File: src/pjc_pkg.sv
`timescale 1ns / 1ps
`default_nettype none

package pjc_pkg;

    // characters the repair logic recognizes or emits
    localparam logic [7:0] CH_SPACE  = 8'h20;
    localparam logic [7:0] CH_TAB    = 8'h09;
    localparam logic [7:0] CH_LF     = 8'h0A;
    localparam logic [7:0] CH_CR     = 8'h0D;
    localparam logic [7:0] CH_LBRACE = 8'h7B;
    localparam logic [7:0] CH_RBRACE = 8'h7D;
    localparam logic [7:0] CH_LBRACK = 8'h5B;
    localparam logic [7:0] CH_RBRACK = 8'h5D;
    localparam logic [7:0] CH_COMMA  = 8'h2C;
    localparam logic [7:0] CH_COLON  = 8'h3A;
    localparam logic [7:0] CH_BSLASH = 8'h5C;
    localparam logic [7:0] CH_QUOTE  = 8'h22;
    localparam logic [7:0] CH_N      = 8'h6E;
    localparam logic [7:0] CH_U      = 8'h75;
    localparam logic [7:0] CH_L      = 8'h6C;

    // whitespace codes kept in the hold buffer
    localparam logic [1:0] WS_SPACE = 2'd0;
    localparam logic [1:0] WS_TAB   = 2'd1;
    localparam logic [1:0] WS_LF    = 2'd2;
    localparam logic [1:0] WS_CR    = 2'd3;

    // results per request are capped
    localparam int         CNT_W       = 6;
    localparam logic [5:0] MAX_RESULTS = 6'd32;

    // datapath operations issued by the controller
    typedef enum logic [3:0] {
        DP_NOP,
        DP_LOAD,
        DP_DATA_STEP,
        DP_EMIT_BSL,
        DP_EMIT_RAW,
        DP_EMIT_COMMA,
        DP_EMIT_WS,
        DP_DROP_HOLD,
        DP_EMIT_QUOTE,
        DP_EMIT_NULL,
        DP_CLOSE,
        DP_FLUSH
    } t_dp_op;

    typedef struct packed {
        logic fin;
        logic inside_str;
        logic esc_pend;
        logic comma_held;
        logic is_ws;
        logic held_full;
        logic held_empty;
        logic ws_last;
        logic null_last;
        logic stack_empty;
        logic colon;
        logic anything;
        logic emit_ok;
    } t_pjc_status;

    function automatic logic [1:0] f_ws_code(input logic [7:0] c);
        logic [1:0] code;
        code = WS_SPACE;
        case (c)
            CH_TAB:  code = WS_TAB;
            CH_LF:   code = WS_LF;
            CH_CR:   code = WS_CR;
            default: code = WS_SPACE;
        endcase
        return code;
    endfunction

    function automatic logic [7:0] f_ws_char(input logic [1:0] code);
        logic [7:0] c;
        c = CH_SPACE;
        case (code)
            WS_TAB:  c = CH_TAB;
            WS_LF:   c = CH_LF;
            WS_CR:   c = CH_CR;
            default: c = CH_SPACE;
        endcase
        return c;
    endfunction

    function automatic logic [7:0] f_null_char(input logic [1:0] idx);
        logic [7:0] c;
        c = CH_N;
        case (idx)
            2'd0:    c = CH_N;
            2'd1:    c = CH_U;
            default: c = CH_L;
        endcase
        return c;
    endfunction

endpackage

`default_nettype wire

File: src/pjc_if.sv
`timescale 1ns / 1ps
`default_nettype none

interface pjc_in_if;
    logic       valid;
    logic       ready;
    logic       op;
    logic [7:0] data_byte;

    modport source (output valid, output op, output data_byte, input ready);
    modport sink   (input valid, input op, input data_byte, output ready);
endinterface

interface pjc_out_if;
    logic       valid;
    logic       ready;
    logic [7:0] out_byte;
    logic       last_of_run;
    logic       document_end;
    logic       depth_overflow;

    modport source (output valid, output out_byte, output last_of_run,
                    output document_end, output depth_overflow, input ready);
    modport sink   (input valid, input out_byte, input last_of_run,
                    input document_end, input depth_overflow, output ready);
endinterface

`default_nettype wire

File: src/pjc_ctrl.sv
`timescale 1ns / 1ps
`default_nettype none

module pjc_ctrl import pjc_pkg::*; (
    input  logic        i_clk,
    input  logic        i_rst_n,
    input  logic        i_req_valid,
    output logic        o_req_ready,
    input  t_pjc_status i_status,
    output t_dp_op      o_dp_op
);

    typedef enum logic [3:0] {
        S_IDLE,
        S_DECIDE,
        S_ESC,
        S_RAW,
        S_COMMA,
        S_WS,
        S_NULL,
        S_CLOSE,
        S_FLUSH
    } t_state;

    t_state r_state, n_state;
    logic   r_ready, n_ready;

    always_comb begin
        n_state = r_state;
        n_ready = r_ready;
        o_dp_op = DP_NOP;
        case (r_state)
            S_IDLE: begin
                if (i_req_valid && r_ready) begin
                    o_dp_op = DP_LOAD;
                    n_state = S_DECIDE;
                    n_ready = 1'b0;
                end
            end
            S_DECIDE: begin
                if (i_status.emit_ok) begin
                    if (!i_status.fin) begin
                        if (i_status.inside_str && i_status.esc_pend) begin
                            n_state = S_ESC;
                        end else if (!i_status.inside_str && i_status.comma_held &&
                                     (!i_status.is_ws || i_status.held_full)) begin
                            n_state = S_COMMA;
                        end else begin
                            o_dp_op = DP_DATA_STEP;
                            n_state = S_FLUSH;
                        end
                    end else begin
                        // finish tail, one step per pass
                        if (i_status.comma_held && i_status.stack_empty) begin
                            n_state = S_COMMA;
                        end else if (i_status.comma_held) begin
                            o_dp_op = DP_DROP_HOLD;
                        end else if (i_status.inside_str) begin
                            o_dp_op = DP_EMIT_QUOTE;
                        end else if (!i_status.stack_empty && !i_status.colon) begin
                            n_state = S_CLOSE;
                        end else if (i_status.colon || !i_status.anything) begin
                            n_state = S_NULL;
                        end else begin
                            n_state = S_FLUSH;
                        end
                    end
                end
            end
            S_ESC: begin
                if (i_status.emit_ok) begin
                    o_dp_op = DP_EMIT_BSL;
                    n_state = S_RAW;
                end
            end
            S_RAW: begin
                if (i_status.emit_ok) begin
                    o_dp_op = DP_EMIT_RAW;
                    n_state = S_FLUSH;
                end
            end
            S_COMMA: begin
                if (i_status.emit_ok) begin
                    o_dp_op = DP_EMIT_COMMA;
                    n_state = i_status.held_empty ? S_DECIDE : S_WS;
                end
            end
            S_WS: begin
                if (i_status.emit_ok) begin
                    o_dp_op = DP_EMIT_WS;
                    if (i_status.ws_last) begin
                        n_state = S_DECIDE;
                    end
                end
            end
            S_NULL: begin
                if (i_status.emit_ok) begin
                    o_dp_op = DP_EMIT_NULL;
                    if (i_status.null_last) begin
                        n_state = S_DECIDE;
                    end
                end
            end
            S_CLOSE: begin
                // the decide pass lets the registered stack read settle before another close
                if (i_status.emit_ok) begin
                    o_dp_op = DP_CLOSE;
                    n_state = S_DECIDE;
                end
            end
            S_FLUSH: begin
                if (i_status.emit_ok) begin
                    o_dp_op = DP_FLUSH;
                    n_state = S_IDLE;
                    n_ready = 1'b1;
                end
            end
            default: begin
                n_state = S_IDLE;
                n_ready = 1'b1;
            end
        endcase
    end

    always_ff @(posedge i_clk) begin
        if (!i_rst_n) begin
            r_state <= S_IDLE;
            r_ready <= 1'b1;
        end else begin
            r_state <= n_state;
            r_ready <= n_ready;
        end
    end

    assign o_req_ready = r_ready;

endmodule

`default_nettype wire

File: src/pjc_datapath.sv
`timescale 1ns / 1ps
`default_nettype none

module pjc_datapath import pjc_pkg::*; #(
    parameter int STACK_DEPTH = 16,
    parameter int HOLD_DEPTH  = 8
) (
    input  logic        i_clk,
    input  logic        i_rst_n,
    input  t_dp_op      i_dp_op,
    input  logic        i_item_op,
    input  logic [7:0]  i_item_byte,
    input  logic        i_out_ready,
    output t_pjc_status o_status,
    output logic        o_out_valid,
    output logic [7:0]  o_out_byte,
    output logic        o_out_last,
    output logic        o_out_end,
    output logic        o_out_ovf
);

    localparam int LW  = $clog2(STACK_DEPTH + 1);
    localparam int SAW = (STACK_DEPTH > 1) ? $clog2(STACK_DEPTH) : 1;
    localparam int HCW = $clog2(HOLD_DEPTH + 1);
    localparam int HAW = (HOLD_DEPTH > 1) ? $clog2(HOLD_DEPTH) : 1;
    localparam int IW  = (HAW > 2) ? HAW : 2;
    localparam int CW  = (HCW > IW) ? HCW : IW;

    // item register
    logic             r_fin, n_fin;
    logic [7:0]       r_byte, n_byte;

    // parse state
    logic             r_inside, n_inside;
    logic             r_esc, n_esc;
    logic [LW-1:0]    r_level, n_level;
    logic             r_comma, n_comma;
    logic [HCW-1:0]   r_held_cnt, n_held_cnt;
    logic             r_colon, n_colon;
    logic             r_anything, n_anything;
    logic             r_ovf, n_ovf;

    // sequencing
    logic [IW-1:0]    r_idx, n_idx;
    logic [CNT_W-1:0] r_cnt, n_cnt;

    // pending result and output register
    logic             r_pv, n_pv;
    logic [7:0]       r_pb, n_pb;
    logic             r_po, n_po;
    logic             r_ov, n_ov;
    logic [7:0]       r_ob, n_ob;
    logic             r_ol, n_ol;
    logic             r_oe, n_oe;
    logic             r_oo, n_oo;

    // container stack memory, 1 = brace
    logic             r_stack [STACK_DEPTH];
    logic             r_stk_top;
    logic             stk_we;
    logic             stk_wd;
    logic [LW-1:0]    lvl_m1;

    logic [1:0]       r_held [HOLD_DEPTH];
    logic             held_we;

    logic             is_ws;
    logic             held_full;
    logic             ws_last;
    logic             null_last;
    logic             out_free;
    logic             emit_en;
    logic [7:0]       emit_b;

    assign lvl_m1    = r_level - LW'(1);
    assign is_ws     = (r_byte == CH_SPACE) || (r_byte == CH_TAB) ||
                       (r_byte == CH_LF) || (r_byte == CH_CR);
    assign held_full = (r_held_cnt == HCW'(HOLD_DEPTH));
    assign ws_last   = ((CW'(r_idx) + CW'(1)) == CW'(r_held_cnt));
    assign null_last = (r_idx[1:0] == 2'd3);
    assign out_free  = !r_ov || i_out_ready;

    always_comb begin
        n_fin      = r_fin;
        n_byte     = r_byte;
        n_inside   = r_inside;
        n_esc      = r_esc;
        n_level    = r_level;
        n_comma    = r_comma;
        n_held_cnt = r_held_cnt;
        n_colon    = r_colon;
        n_anything = r_anything;
        n_ovf      = r_ovf;
        n_idx      = r_idx;
        n_cnt      = r_cnt;
        stk_we     = 1'b0;
        stk_wd     = (r_byte == CH_LBRACE);
        held_we    = 1'b0;
        emit_en    = 1'b0;
        emit_b     = r_byte;

        case (i_dp_op)
            DP_LOAD: begin
                n_fin  = i_item_op;
                n_byte = i_item_byte;
                n_cnt  = '0;
                n_idx  = '0;
            end
            DP_DATA_STEP: begin
                n_anything = 1'b1;
                if (r_inside) begin
                    n_colon = 1'b0;
                    if (r_byte == CH_BSLASH) begin
                        n_esc = 1'b1;
                    end else begin
                        emit_en = 1'b1;
                        if (r_byte == CH_QUOTE) begin
                            n_inside = 1'b0;
                        end
                    end
                end else if (r_comma) begin
                    // whitespace that still fits behind the held comma
                    held_we    = 1'b1;
                    n_held_cnt = r_held_cnt + HCW'(1);
                end else if (r_byte == CH_COMMA) begin
                    n_comma    = 1'b1;
                    n_held_cnt = '0;
                    n_colon    = 1'b0;
                end else if (is_ws) begin
                    emit_en = 1'b1;
                end else begin
                    emit_en = 1'b1;
                    n_colon = (r_byte == CH_COLON);
                    if (r_byte == CH_QUOTE) begin
                        n_inside = 1'b1;
                    end else if (r_byte == CH_LBRACE || r_byte == CH_LBRACK) begin
                        if (r_level != LW'(STACK_DEPTH)) begin
                            stk_we  = 1'b1;
                            n_level = r_level + LW'(1);
                        end else begin
                            n_ovf = 1'b1;
                        end
                    end else if (r_byte == CH_RBRACE || r_byte == CH_RBRACK) begin
                        if (r_level != '0 && r_stk_top == (r_byte == CH_RBRACE)) begin
                            n_level = lvl_m1;
                        end
                    end
                end
            end
            DP_EMIT_BSL: begin
                emit_en    = 1'b1;
                emit_b     = CH_BSLASH;
                n_esc      = 1'b0;
                n_anything = 1'b1;
                n_colon    = 1'b0;
            end
            DP_EMIT_RAW: begin
                emit_en = 1'b1;
            end
            DP_EMIT_COMMA: begin
                emit_en = 1'b1;
                emit_b  = CH_COMMA;
                n_idx   = '0;
                if (r_held_cnt == '0) begin
                    n_comma = 1'b0;
                end
            end
            DP_EMIT_WS: begin
                emit_en = 1'b1;
                emit_b  = f_ws_char(r_held[r_idx[HAW-1:0]]);
                if (ws_last) begin
                    n_comma    = 1'b0;
                    n_held_cnt = '0;
                    n_idx      = '0;
                end else begin
                    n_idx = r_idx + IW'(1);
                end
            end
            DP_DROP_HOLD: begin
                n_comma    = 1'b0;
                n_held_cnt = '0;
            end
            DP_EMIT_QUOTE: begin
                emit_en  = 1'b1;
                emit_b   = CH_QUOTE;
                n_inside = 1'b0;
                n_colon  = 1'b0;
            end
            DP_EMIT_NULL: begin
                emit_en = 1'b1;
                emit_b  = f_null_char(r_idx[1:0]);
                if (null_last) begin
                    n_colon    = 1'b0;
                    n_anything = 1'b1;
                    n_idx      = '0;
                end else begin
                    n_idx = r_idx + IW'(1);
                end
            end
            DP_CLOSE: begin
                emit_en = 1'b1;
                emit_b  = r_stk_top ? CH_RBRACE : CH_RBRACK;
                n_level = lvl_m1;
            end
            DP_FLUSH: begin
                if (r_fin) begin
                    n_inside   = 1'b0;
                    n_esc      = 1'b0;
                    n_level    = '0;
                    n_comma    = 1'b0;
                    n_held_cnt = '0;
                    n_colon    = 1'b0;
                    n_anything = 1'b0;
                    n_ovf      = 1'b0;
                end
            end
            default: begin
            end
        endcase

        if (emit_en && r_cnt != MAX_RESULTS) begin
            n_cnt = r_cnt + CNT_W'(1);
        end
    end

    // pending stage: a result goes out only once the next one, or the end of the run, is known
    always_comb begin
        n_pv = r_pv;
        n_pb = r_pb;
        n_po = r_po;
        n_ov = out_free ? 1'b0 : r_ov;
        n_ob = r_ob;
        n_ol = r_ol;
        n_oe = r_oe;
        n_oo = r_oo;
        if (emit_en && r_cnt != MAX_RESULTS) begin
            if (r_pv) begin
                n_ov = 1'b1;
                n_ob = r_pb;
                n_ol = 1'b0;
                n_oe = 1'b0;
                n_oo = r_po;
            end
            n_pv = 1'b1;
            n_pb = emit_b;
            n_po = n_ovf;
        end
        if (i_dp_op == DP_FLUSH && r_pv) begin
            n_ov = 1'b1;
            n_ob = r_pb;
            n_ol = 1'b1;
            n_oe = r_fin;
            n_oo = r_po;
            n_pv = 1'b0;
        end
    end

    always_ff @(posedge i_clk) begin
        if (!i_rst_n) begin
            r_fin      <= 1'b0;
            r_inside   <= 1'b0;
            r_esc      <= 1'b0;
            r_level    <= '0;
            r_comma    <= 1'b0;
            r_held_cnt <= '0;
            r_colon    <= 1'b0;
            r_anything <= 1'b0;
            r_ovf      <= 1'b0;
            r_idx      <= '0;
            r_cnt      <= '0;
            r_pv       <= 1'b0;
            r_ov       <= 1'b0;
        end else begin
            r_fin      <= n_fin;
            r_inside   <= n_inside;
            r_esc      <= n_esc;
            r_level    <= n_level;
            r_comma    <= n_comma;
            r_held_cnt <= n_held_cnt;
            r_colon    <= n_colon;
            r_anything <= n_anything;
            r_ovf      <= n_ovf;
            r_idx      <= n_idx;
            r_cnt      <= n_cnt;
            r_pv       <= n_pv;
            r_ov       <= n_ov;
        end
    end

    always_ff @(posedge i_clk) begin
        r_byte <= n_byte;
        r_pb   <= n_pb;
        r_po   <= n_po;
        r_ob   <= n_ob;
        r_ol   <= n_ol;
        r_oe   <= n_oe;
        r_oo   <= n_oo;
    end

    // stack top is a registered read of the entry below the level
    always_ff @(posedge i_clk) begin
        if (stk_we) begin
            r_stack[r_level[SAW-1:0]] <= stk_wd;
        end
        r_stk_top <= r_stack[lvl_m1[SAW-1:0]];
    end

    always_ff @(posedge i_clk) begin
        if (held_we) begin
            r_held[r_held_cnt[HAW-1:0]] <= f_ws_code(r_byte);
        end
    end

    always_comb begin
        o_status.fin         = r_fin;
        o_status.inside_str  = r_inside;
        o_status.esc_pend    = r_esc;
        o_status.comma_held  = r_comma;
        o_status.is_ws       = is_ws;
        o_status.held_full   = held_full;
        o_status.held_empty  = (r_held_cnt == '0);
        o_status.ws_last     = ws_last;
        o_status.null_last   = null_last;
        o_status.stack_empty = (r_level == '0);
        o_status.colon       = r_colon;
        o_status.anything    = r_anything;
        o_status.emit_ok     = !r_pv || out_free;
    end

    assign o_out_valid = r_ov;
    assign o_out_byte  = r_ob;
    assign o_out_last  = r_ol;
    assign o_out_end   = r_oe;
    assign o_out_ovf   = r_oo;

endmodule

`default_nettype wire

File: src/partial_json_closer.sv
// a request is loaded in idle; a plain data byte then passes the decide and flush states, a byte
//   after a backslash decide, escape, raw and flush; a comma release or null takes a decide pass
//   plus a step for each byte, a closer a close state, a dropped hold or closing quote a decide pass
// results pass a pending stage into the output register; an output stall holds the controller
// reset: synchronous, active low; clears parse state, stack level and output valid,
//   stack and whitespace memories keep their contents and need no clearing pass
`timescale 1ns / 1ps
`default_nettype none

module partial_json_closer import pjc_pkg::*; #(
    parameter int STACK_DEPTH = 16,
    parameter int HOLD_DEPTH  = 8
) (
    input  logic       i_clk,
    input  logic       i_rst_n,
    pjc_in_if.sink     i_req,
    pjc_out_if.source  o_res
);

    t_pjc_status status;
    t_dp_op      dp_op;
    logic        req_ready;

    pjc_ctrl u_ctrl (
        .i_clk       (i_clk),
        .i_rst_n     (i_rst_n),
        .i_req_valid (i_req.valid),
        .o_req_ready (req_ready),
        .i_status    (status),
        .o_dp_op     (dp_op)
    );

    pjc_datapath #(
        .STACK_DEPTH (STACK_DEPTH),
        .HOLD_DEPTH  (HOLD_DEPTH)
    ) u_datapath (
        .i_clk       (i_clk),
        .i_rst_n     (i_rst_n),
        .i_dp_op     (dp_op),
        .i_item_op   (i_req.op),
        .i_item_byte (i_req.data_byte),
        .i_out_ready (o_res.ready),
        .o_status    (status),
        .o_out_valid (o_res.valid),
        .o_out_byte  (o_res.out_byte),
        .o_out_last  (o_res.last_of_run),
        .o_out_end   (o_res.document_end),
        .o_out_ovf   (o_res.depth_overflow)
    );

    assign i_req.ready = req_ready;

endmodule

`default_nettype wire

File: src/flat_wrapper.sv
// flat-port wrapper written by rule: the top's interface ports become plain ports
module partial_json_closer_flat import pjc_pkg::*;
#(
    parameter int STACK_DEPTH = 16,
    parameter int HOLD_DEPTH  = 8
)
  (i_clk, i_rst_n, i_req_valid, i_req_op, i_req_data_byte, i_req_ready, o_res_valid, o_res_out_byte, o_res_last_of_run, o_res_document_end, o_res_depth_overflow, o_res_ready);
  pjc_in_if i_req_i ();
  pjc_out_if o_res_i ();
  input  logic i_clk;
  input  logic i_rst_n;
  input wire logic [$bits(i_req_i.valid)-1:0] i_req_valid;
  input wire logic [$bits(i_req_i.op)-1:0] i_req_op;
  input wire logic [$bits(i_req_i.data_byte)-1:0] i_req_data_byte;
  output wire logic [$bits(i_req_i.ready)-1:0] i_req_ready;
  output wire logic [$bits(o_res_i.valid)-1:0] o_res_valid;
  output wire logic [$bits(o_res_i.out_byte)-1:0] o_res_out_byte;
  output wire logic [$bits(o_res_i.last_of_run)-1:0] o_res_last_of_run;
  output wire logic [$bits(o_res_i.document_end)-1:0] o_res_document_end;
  output wire logic [$bits(o_res_i.depth_overflow)-1:0] o_res_depth_overflow;
  input wire logic [$bits(o_res_i.ready)-1:0] o_res_ready;
  assign i_req_i.valid = i_req_valid;
  assign i_req_i.op = i_req_op;
  assign i_req_i.data_byte = i_req_data_byte;
  assign i_req_ready = i_req_i.ready;
  assign o_res_valid = o_res_i.valid;
  assign o_res_out_byte = o_res_i.out_byte;
  assign o_res_last_of_run = o_res_i.last_of_run;
  assign o_res_document_end = o_res_i.document_end;
  assign o_res_depth_overflow = o_res_i.depth_overflow;
  assign o_res_i.ready = o_res_ready;
  partial_json_closer #(.STACK_DEPTH(STACK_DEPTH), .HOLD_DEPTH(HOLD_DEPTH)) u_core (.i_clk(i_clk), .i_rst_n(i_rst_n), .i_req(i_req_i), .o_res(o_res_i));
endmodule
File: config.mk
export PLATFORM = sky130hd
export DESIGN_NAME = partial_json_closer_flat
export DESIGN_NICKNAME = d
export VERILOG_FILES = /design/src/pjc_pkg.sv /design/src/pjc_if.sv /design/src/pjc_ctrl.sv /design/src/pjc_datapath.sv /design/src/partial_json_closer.sv /design/src/flat_wrapper.sv
export SDC_FILE = /design/constraint.sdc
export NUM_CORES = 1
export LEC_CHECK = 0
export BUFFER_PORTS_ARGS = -buffer_cell sky130_fd_sc_hd__clkbuf_2
export CAP_MARGIN = 15
export CORE_UTILIZATION = 30
export DETAILED_ROUTE_END_ITERATION = 8
export PLACE_DENSITY = 0.49
export SYNTH_ARGS = -nofsm -noshare
export SYNTH_HDL_FRONTEND = slang
export SYNTH_SLANG_ARGS = --single-unit
File: constraint.sdc
create_clock -name i_clk -period 4.33 [get_ports i_clk]
set_clock_uncertainty 0.15 [all_clocks]
set_input_delay 0.433 -clock i_clk [delete_from_list [all_inputs] [get_ports i_clk]]
set_output_delay 0.433 -clock i_clk [all_outputs]
set_load 0.05 [all_outputs]
* Yosys cells after proc, flatten, opt, wreduce, memory -nomap -nowiden
Memory sizes are Yosys's and may differ from the RTL's. A register that Yosys moved wholly into a read port is not among the register bits.
Cells that the tools add are included.
** Cells by class
- Bitwise operators :: 2
- Eq/ne operators :: 71
- $add $sub $neg :: 6
- Muxes and demuxes :: 138
- Reduce and logical (&&, ||, !) cells :: 58
** Operators by type and width (number)
- $mux 4 :: 32
- $pmux 4 s9 :: 2
- $mux 1 :: 61
- $mux 5 :: 10
- $pmux 8 s6 :: 1
- $eq 8x7->1 const B :: 5
- $eq 4x3->1 const B :: 8
- $eq 8x6->1 const B :: 4
- $ne 2x2->1 const B :: 13
- $eq 4x4->1 const B :: 6
- $eq 8x4->1 const B :: 3
- $mux 3 :: 8
- $mux 8 :: 3
- $mux 6 :: 3
- $ne 2x1->1 const B :: 9
- $pmux 6 s3 :: 1
- $eq 4x2->1 const B :: 4
- $pmux 4 s4 :: 1
- $ne 3x3->1 const B :: 5
- $pmux 5 s3 :: 1
- $reduce_and 5->1 :: 3
- $reduce_bool 3->1 :: 5
- $reduce_or 7->1 :: 2
- $reduce_and 13->1 :: 1
- other kinds (37) :: 84
** Word-level totals
- Input bits :: 13
- Register bits :: 60
- RAM bits :: 32
- Memories kept :: 2
** Memories
- u_core.u_datapath.r_held :: words 8, bits a word 2, rd ports 1, clocked after Yosys merged registers in 1, wr ports 1, RTL line pjc_datapath.sv:64 : logic [1:0] r_held [HOLD_DEPTH];
- u_core.u_datapath.r_stack :: words 16, bits a word 1, rd ports 1, clocked after Yosys merged registers in 1, wr ports 1, RTL line pjc_datapath.sv:58 : logic r_stack [STACK_DEPTH];

* Depth between registers and ports, before layout
Gate-level depths: netlist of run 1.
- Depth after elaboration :: 18
- Depth in mapped cells :: 11

* Modules after synthesis
From an unflattened synthesis of run 1, not the netlist that was laid out.
** Unflattened totals
- Cell total of the unflattened synthesis :: 551
- Area, all modules :: 5401.4 um2
** Modules (own cells, without submodules)
- pjc_datapath :: cells an instance 468, times used 1, area each 4798.4 um2, seq. area each 2412.3 um2
- pjc_ctrl :: cells an instance 83, times used 1, area each 603.1 um2, seq. area each 100.1 um2

* Least setup slack after synthesis of run 1
No wires, ideal clock.
- Path type :: register -> register
- Start point :: register u_core.u_datapath.r_level[0]
- End point :: register u_core.u_datapath.r_ob[0] (netlist: u_core.u_datapath.o_out_byte[0]), enable pin
- Buffers on the path :: 2
- Arrival time :: 2779 ps
- Path slack :: 1060 ps
- Cell stages (with the launch flop) :: 11
- Setup time :: 341 ps
- Cells stage by stage :: dfxtp_1 -> clkbuf_1 -> inv_1 -> ha_1 -> nor4b_4 -> a211oi_1 -> a2bb2oi_1 -> or4_1 -> o22ai_1 -> buf_2 -> o21a_1
** On the way
- Longest elaborated chain between the ends :: 12
** RTL lines
- from (decl) :: RTL line pjc_datapath.sv:36 : logic [LW-1:0] r_level, n_level;
- from (signal assigned) :: RTL line pjc_datapath.sv:277 : r_level <= n_level;
- $logic_not 5->1 (*) :: RTL line pjc_datapath.sv:324 : o_status.stack_empty = (r_level == '0);
- $logic_and 1x1->1 (*) :: RTL line pjc_ctrl.sv:54 : if (i_status.comma_held && i_status.stack_empty) begin
- $mux 4 (*) :: RTL line pjc_ctrl.sv:54
- $mux 4 (*) :: RTL line pjc_ctrl.sv:42 : if (!i_status.fin) begin
- $mux 4 (*) :: RTL line pjc_ctrl.sv:41 : if (i_status.emit_ok) begin
- $pmux 4 s9 (*) :: RTL line pjc_ctrl.sv:32 : case (r_state)
- $eq 4x4->1, or another cell as far along :: RTL line pjc_datapath.sv:102 : case (i_dp_op)
- $reduce_or 7->1 (no line)
- $pmux 1 s2 :: RTL line pjc_datapath.sv:102
- $logic_and 1x1->1 :: RTL line pjc_datapath.sv:236 : if (emit_en && r_cnt != MAX_RESULTS) begin
- $reduce_bool 2->1 (no line)
- $reduce_and 2->1 (no line) (*)
- to (signal assigned) :: RTL line pjc_datapath.sv:294 : r_ob <= n_ob;
- to (decl) :: RTL line pjc_datapath.sv:52 : logic [7:0] r_ob, n_ob;
Every way passes the cells marked *; elsewhere a longest branch is shown, timed or not.
A chain may end at the register's enable or synchronous reset.

* Final worst setup path of run 1
- Start point :: register u_core.u_datapath.r_level[0]
- End point :: memory u_core.u_datapath.r_stack[9], enable pin
** On the way
- Longest elaborated chain between the ends :: 11
** RTL lines (RTL line)
- branches (longest 11 deep; another with $pmux 4 s9)
- to (decl) :: pjc_datapath.sv:58
Parallel ways; which one is timed is not known.

==> results by group, run 1 <==
Placed design
  – Port Buffer Count: 25
  – GPL Wtd Cong: 0.841
  – Pre-CTS WS: 0.788 ns
  – Dpl hpwl: 9940 microns

Yosys
  – Xor/xnor cell area share of the yosys netlist: 0.0133
  – Yosys Warn Count: 0
  – Synth Register Bits: 96
  – Largest family of logic cells by synthesized area: simple AND/OR/NAND/NOR gates
  – Syn Std Cell Area: about 5300 sq um
  – Dominant synthesized flop cell: edfxtp_1
  – Synth Area in Adders: 0.0332
  – EDFF count, synth: 59
  – Synthesized area per cell: 10.1 sq um
  – Netlist cell types: 75
  – Yosys top cell area share: 0.336
  – Synth Area in Compound Gates: 0.179
  – Ys async rst share: 0
  – Syn Nets: around 550
  – Post-synthesis mux area share: 0.0486
  – Syn Inst Count: roughly 520
  – Main area contributors after synthesis: edfxtp_1 34%, dfxtp_1 14%, mux4_2 3.8%
  – Seq/Total Area, Yosys: 0.476
  – Simple-Gate Fraction of Synth Area: 0.213
  – Dominant cell type by area after synthesis: edfxtp_1

Floorplan
  – Num ports: 26
  – Core Footprint: 17200 sq um
  – Die Wd: 135 microns
  – Starting Density: 0.306
  – Die H: between 100 and 150 microns
  – Die area: 18100 sq um
  – Row count: 48

Pwr
  – Static Leak: just over 0.002 uW
  – Pwr/cell area: 469 nW/um^2
  – Peak VDD IR: 0.210 mV

Clock network
  – CTS Buf Count: 9
  – H-tree levels: 3
  – CTS tree: built
  – Clock sinks: 96
  – Clock-pin slew on the worst setup and hold paths: 0.07 ns
  – CTS Root Cell: clkbuf_16
  – Resized cells post-CTS: 0
  – Bufs on Longest Clock Path: 2
  – Cts hold-fix bufs: 0
  – Clk_lat worst skew: 0.36 ns
  – Setup Buffers After CTS: 0

Detailed routing
  – DRC: 0
  – Total detailed-routing wirelength: 13500 microns
  – Drt first-iter violations: 436
  – Drt pass-1 iters: 5
  – DR vias/cell: approximately 5.4
  – DR WL/cell: approximately 18 microns
  – Vias post-DR: between 4000 and 5000
  – DRT antenna net count: 0

Run
  – Max_cap viols: 0

Min path
  – Worst Hold Path EP: u_core.u_datapath.r_byte[7]$_DFFE_PP_
  – Min-delay src: i_req_data_byte[7]
  – Worst Hold Class: in2reg
  – Hold Crit Depth: 1

Final layout
  – FILL cells: between 1500 and 2000
  – Fin nets: 564
  – Synthesis-to-finish area growth: 11.6%
  – Area of the multi-input gates: 2580 sq um
  – Share of layout cells above drive strength 1: 0.138
  – Ant. Diodes: 0
  – Sequential Area: 2510 sq um

Global route
  – Global route overflow: 0
  – Antenna violations before repair: 0
  – First-pass GRT wire length: approximately 22000 microns
  – Largest net degree at the start of global routing: 25
  – Vias in the first global route: 4162
  – Gr usage total: 0.158

Setup path
  – Worst-path maximum fanout: 11
  – Worst-case reg-to-reg path depth: 9
  – Critical path startpoint category: flop
  – Crit Path Category: reg2reg
  – Data arrival, critical path: ~3.5 ns
  – Critical Path RT: 4.26 ns
  – Critical Path End Type: flop
  – R2R Setup Slk: 0.78 ns
  – R2R Path Start: u_core.u_datapath.r_level[0]$_SDFFE_PN0P_
  – R2R Path End: u_core.u_datapath.r_stack[9]$_DFFE_PP_

Timing
  – Max Clock Freq: 282 MHz
  – Setup tns final: 0 ns
  – Final Worst Setup Slack: 0.784 ns
  – Relative max-transition margin: 0.429
  – Endpoints failing setup: 0
  – Final Hold Viols: 0
  – Worst Tran Pin Value: approximately 0.86 ns
  – Max-slew violations: 0
  – RSZ-0062 raised after global routing: no
  – Fin crit period: 3.55 ns
  – Fin crit share: 0.819

Outcome
  – Outcome: finished clean
## through the flow
stage          area (sq um)  hold WS (ns)  cells  utilization  power (uW)
2_1_floorplan          5280         0.250    524            -        1790
3_3_place_gp           5610         0.251    751        0.325        2000
3_5_place_dp           5610         0.255    751        0.325        2010
4_1_cts                5890        0.0974    767        0.342        2770
5_1_grt                5890        0.0950    767        0.342        2910
6_report               5890         0.102    767        0.342        2760
## critical path: stages (launching register included)
cell	delay (ns)
dfxtp_1	0.45
inv_1	0.17
ha_1	0.30
nor4b_4	0.38
a211oi_1	0.20
a2bb2oi_1	0.24
a211oi_2	0.52
nand3_2	0.27
nor3b_1	0.39
and2_1	0.20
## Yosys cell counts, types with 9 or more instances
cell type  number
edfxtp_1       59
nand2_1        43
dfxtp_1        37
nor2_1         37
a21oi_1        36
o21ai_0        34
and2_1         22
inv_1          20
clkbuf_1       17
nor3_1         15
ha_1           14
nand3_1        12
a31oi_1        10
mux4_2          9
nand4_1         9
## logic make-up after synthesis
group | Yosys count
flip-flops | 96
buffers and inverters | 49
adder cells (fa/ha/maj) | 14
AND/OR/NAND/NOR | 200
XOR/XNOR | 8
AO/OA/AOI/OAI | 143
multiplexers | 14
## sequential cells by signal, indices dropped and copies added (netlist names), 3 cells and up, named ones only
name	count
u_core.u_ctrl.r_state	4
u_core.u_datapath.r_held	16
u_core.u_datapath.r_cnt	6
u_core.u_datapath.r_stack	16
u_core.u_datapath.r_held_cnt	4
u_core.u_datapath.o_out_byte	8
u_core.u_datapath.r_pb	8
u_core.u_datapath.r_level	5
u_core.u_datapath.r_idx	3
u_core.u_datapath.r_byte	8
## power by group
group	switching [uW]	leakage, uW	internal, uW
Clock	368	0.000132	399
Combinational	475	0.00103	276
Sequential	149	0.000890	1090
## final cells by class
type | count | area share
tap | 225 | 0.0478
inverter | 22 | 0.0140
clock buffer | 10 | 0.0389
multi-input combinational | 379 | 0.438
timing repair buffer | 29 | 0.0263
sequential | 96 | 0.427
clock inverter | 6 | 0.00892
## worst max path at each step
stage / from / to / slack (ns)
after floorplan: u_core.u_datapath.r_level[0]$_SDFFE_PN0P_ / u_core.u_datapath.o_out_byte[0]$_DFFE_PP_ / 1.06
after global placement: u_core.u_datapath.r_level[0]$_SDFFE_PN0P_ / u_core.u_datapath.r_stack[8]$_DFFE_PP_ / 0.91
after detailed placement: u_core.u_datapath.r_level[0]$_SDFFE_PN0P_ / u_core.u_datapath.r_stack[9]$_DFFE_PP_ / 0.79
after CTS: u_core.u_datapath.r_level[0]$_SDFFE_PN0P_ / u_core.u_datapath.r_stack[9]$_DFFE_PP_ / 0.79
after global routing: u_core.u_datapath.r_level[0]$_SDFFE_PN0P_ / u_core.u_datapath.r_stack[9]$_DFFE_PP_ / 0.38
final: u_core.u_datapath.r_level[0]$_SDFFE_PN0P_ / u_core.u_datapath.r_stack[9]$_DFFE_PP_ / 0.78
## routing by layer
| layer | share of wire | global-route usage |
|---|---|---|
| met5 | 0 | 0 |
| met4 | 0.021 | 0.0618 |
| met3 | 0.044 | 0.0312 |
| met2 | 0.47 | 0.255 |
| met1 | 0.47 | 0.209 |
## cells in the final DEF (no fill, tap or decap), drive strengths merged, types with 14 or more instances in the layout
cell     n
a21oi   37
and2    22
clkbuf  35
dfxtp   37
edfxtp  59
ha      14
inv     25
nand2   43
nor2    37
nor3    15
o21ai   36
No activity file was read; power rests on OpenSTA's default activity.
==> run 2: changes to the inputs <==
--- a/config.mk
+++ b/config.mk
@@ -5,11 +5,12 @@
 export SDC_FILE = /design/constraint.sdc
 export NUM_CORES = 1
 export LEC_CHECK = 0
+export ABC_AREA = 1
 export BUFFER_PORTS_ARGS = -buffer_cell sky130_fd_sc_hd__clkbuf_2
 export CAP_MARGIN = 15
 export CORE_UTILIZATION = 30
 export DETAILED_ROUTE_END_ITERATION = 8
-export PLACE_DENSITY = 0.49
+export PLACE_DENSITY = 0.5
 export SYNTH_ARGS = -nofsm -noshare
 export SYNTH_HDL_FRONTEND = slang
 export SYNTH_SLANG_ARGS = --single-unit
==> constraint.sdc (replaced) <==
create_clock -name i_clk -period 2.9 [get_ports i_clk]
set_clock_uncertainty 0.15 [all_clocks]
set_input_delay 0.29 -clock i_clk [delete_from_list [all_inputs] [get_ports i_clk]]
set_output_delay 0.29 -clock i_clk [all_outputs]
set_load 0.05 [all_outputs]
==> results by group, run 2 <==
Timing
  – Worst Tran Pin Value: around 0.73 ns
  – Fin crit share: 0.955
  – Relative max-transition margin: 0.513
  – RSZ-0062 raised after global routing: yes
  – Endpoints failing setup: 0
  – Fin crit period: between 2 and 3 ns
  – Max Clock Freq: 361 MHz
  – Max-slew violations: 0
  – Final Hold Viols: 0

Final layout
  – Ant. Diodes: 0
  – Share of layout cells above drive strength 1: 0.156
  – Design area: around 6100 sq um
  – Synthesis-to-finish area growth: 19.4%
  – Fin nets: 697
  – Commonest non-fill, non-tap cell in the layout: nand2_1
  – Commonest non-fill, non-tap cells in the layout: 105 x nand2_1, 90 x nor2_1, 66 x inv_1

Detailed routing
  – DR WL/cell: 15.0 microns
  – Total detailed-routing wirelength: between 10000 and 15000 microns
  – DR vias/cell: just under 5
  – Vias post-DR: 4399
  – Drt pass-1 iters: 5
  – DRC: 0
  – Drt first-iter violations: 368
  – DRT antenna net count: 0

Floorplan
  – Core Footprint: 16600 sq um
  – Die Wd: between 100 and 150 microns
  – Num ports: 26
  – Die area: roughly 17000 sq um
  – Row count: 47
  – Starting Density: 0.307
  – Die H: 132 microns

Setup path
  – Data arrival, critical path: roughly 2.7 ns
  – Critical Path RT: 2.78 ns
  – Buffers & Inverters on Critical Path: 1
  – Critical path's slowest cell: dfxtp_1
  – Critical path startpoint category: flop
  – Critical Path End Type: flop
  – Top delay family on crit path: simple AND/OR/NAND/NOR gates
  – Crit Path Category: reg2reg
  – Worst-path maximum fanout: 5
  – Crit path cell chain: nor2_2, buf_4, nand3_1, nand2_1, nor2_1, nand3_1, nor2_4, nand4_1, nor2_2, nand2_1, nor3_1
  – CP max stage delay: 0.41 ns

Yosys
  – Syn Std Cell Area: 5090 sq um
  – Ys async rst share: 0
  – Dominant cell type by area after synthesis: edfxtp_1
  – Dominant synthesized flop cell: edfxtp_1
  – Seq/Total Area, Yosys: 0.493
  – EDFF count, synth: between 50 and 60
  – Synth top cells by count: 106 x nand2_1, 93 x nor2_1, 66 x inv_1
  – Main area contributors after synthesis: edfxtp_1 35%, dfxtp_1 15%, nand2_1 7.8%
  – Synth Register Bits: 96
  – Most instantiated library cell after synthesis: nand2_1
  – Yosys Warn Count: 0
  – Synthesized area per cell: between 8 and 9 sq um
  – Syn Nets: 634
  – Syn Inst Count: 607
  – Yosys top cell area share: 0.348
  – Netlist cell types: 43

Global route
  – Global route overflow: 0
  – Vias in the first global route: 4206
  – Antenna violations before repair: 0
  – Largest net degree at the start of global routing: 20
  – Gr usage total: 0.160
  – First-pass GRT wire length: 21600 microns

Clock network
  – Bufs on Longest Clock Path: 2
  – Clock-pin slew on the worst setup and hold paths: about 0.070 ns
  – H-tree levels: 3
  – CTS Root Cell: clkbuf_16
  – CTS tree: built
  – Clk_lat worst skew: 0.36 ns
  – Clock sinks: 96
  – CTS Buf Count: 9

Pwr
  – Static Leak: ~0.0026 uW
  – PnR Total Power: 4940 uW
  – Pwr/cell area: 813 nW/um^2
  – Peak VDD IR: ~0.53 mV

Run
  – Max_cap viols: 0

Outcome
  – Outcome: finished clean

Placed design
  – Port Buffer Count: 25
  – GPL Wtd Cong: 0.897
  – Dpl hpwl: 10300 microns
  – Cell Area, Placed: 5660 sq um

Min path
  – Worst Hold Class: in2reg
[run 2: final cells by class]
type | instances | area [sq um]
clock inverter | 7 | 70.1
sequential | 96 | 2510
fill | 1716 | 10500
timing repair buffer | 61 | 415
tap | 220 | 275
inverter | 77 | 293
multi-input combinational | 425 | 2290
clock buffer | 9 | 225
[run 2: tightest hold or removal path, delay by kind of cell]
family | cells | cell delay, ns
compound gates | 2 | 0.19
buf+inv | 1 | 0.07
[run 2: routing by layer]
| layer | up-vias | track usage | wire length, microns |
|---|---|---|---|
| met4 | 0 | 0.0658 | 295 |
| li1 | 2193 | - | - |
| met1 | 2071 | 0.218 | 6450 |
| met2 | 114 | 0.247 | 6040 |
| met3 | 21 | 0.0319 | 655 |
| met5 | - | 0 | 0 |
[run 2: what timing repair did]
action,in CTS,in global routing
gates resized for setup,0,12
hold buffers,8,0
endpoints found under the hold margin,8,0
buffers inserted,0,0
setup endpoints to repair,0,40
[run 2: power breakdown]
group          internal, uW  switching, uW  total (uW)
Clock                   609            573        1180
Combinational           610           1280        1890
Sequential             1730            151        1880
[run 2: metrics by stage]
step                      std cells  hold WS, ns  TNS [ns]  setup WS, ns  utilization
after floorplan                 607        0.239         0         0.196            -
after global placement          871        0.256         0        0.0169        0.341
after detailed placement        871        0.256   -0.0441       -0.0221        0.341
after CTS                       895       0.0672         0        0.0123        0.364
after global routing            895        0.116    -0.364       -0.0895        0.367
final                           895       0.0797         0         0.131        0.367
[run 2: cells by family after synthesis]
family | Yosys count | share of synthesized area
buffers and inverters | 86 | 0.0649
adder cells (fa/ha/maj) | 14 | 0.0344
XOR/XNOR | 14 | 0.0241
AO/OA/AOI/OAI | 82 | 0.0978
AND/OR/NAND/NOR | 313 | 0.282
multiplexers | 2 | 0.00393
flip-flops | 96 | 0.493
[run 2: worst paths after layout]
path                                                       startpoint                                         to  slack [ns]  cells after the start
worst min-delay path                                         i_req_op       u_core.u_datapath.r_fin$_SDFFE_PN0P_        0.08                      3
worst min register to register    u_core.u_datapath.r_pb[2]$_DFFE_PP_  u_core.u_datapath.o_out_byte[2]$_DFFE_PP_        0.27                      0
worst max register to register  u_core.u_ctrl.r_state[2]$_SDFFE_PN0P_   u_core.u_datapath.r_held[4][0]$_DFFE_PP_        0.13                     11
worst max-delay path            u_core.u_ctrl.r_state[2]$_SDFFE_PN0P_   u_core.u_datapath.r_held[4][0]$_DFFE_PP_        0.13                     11
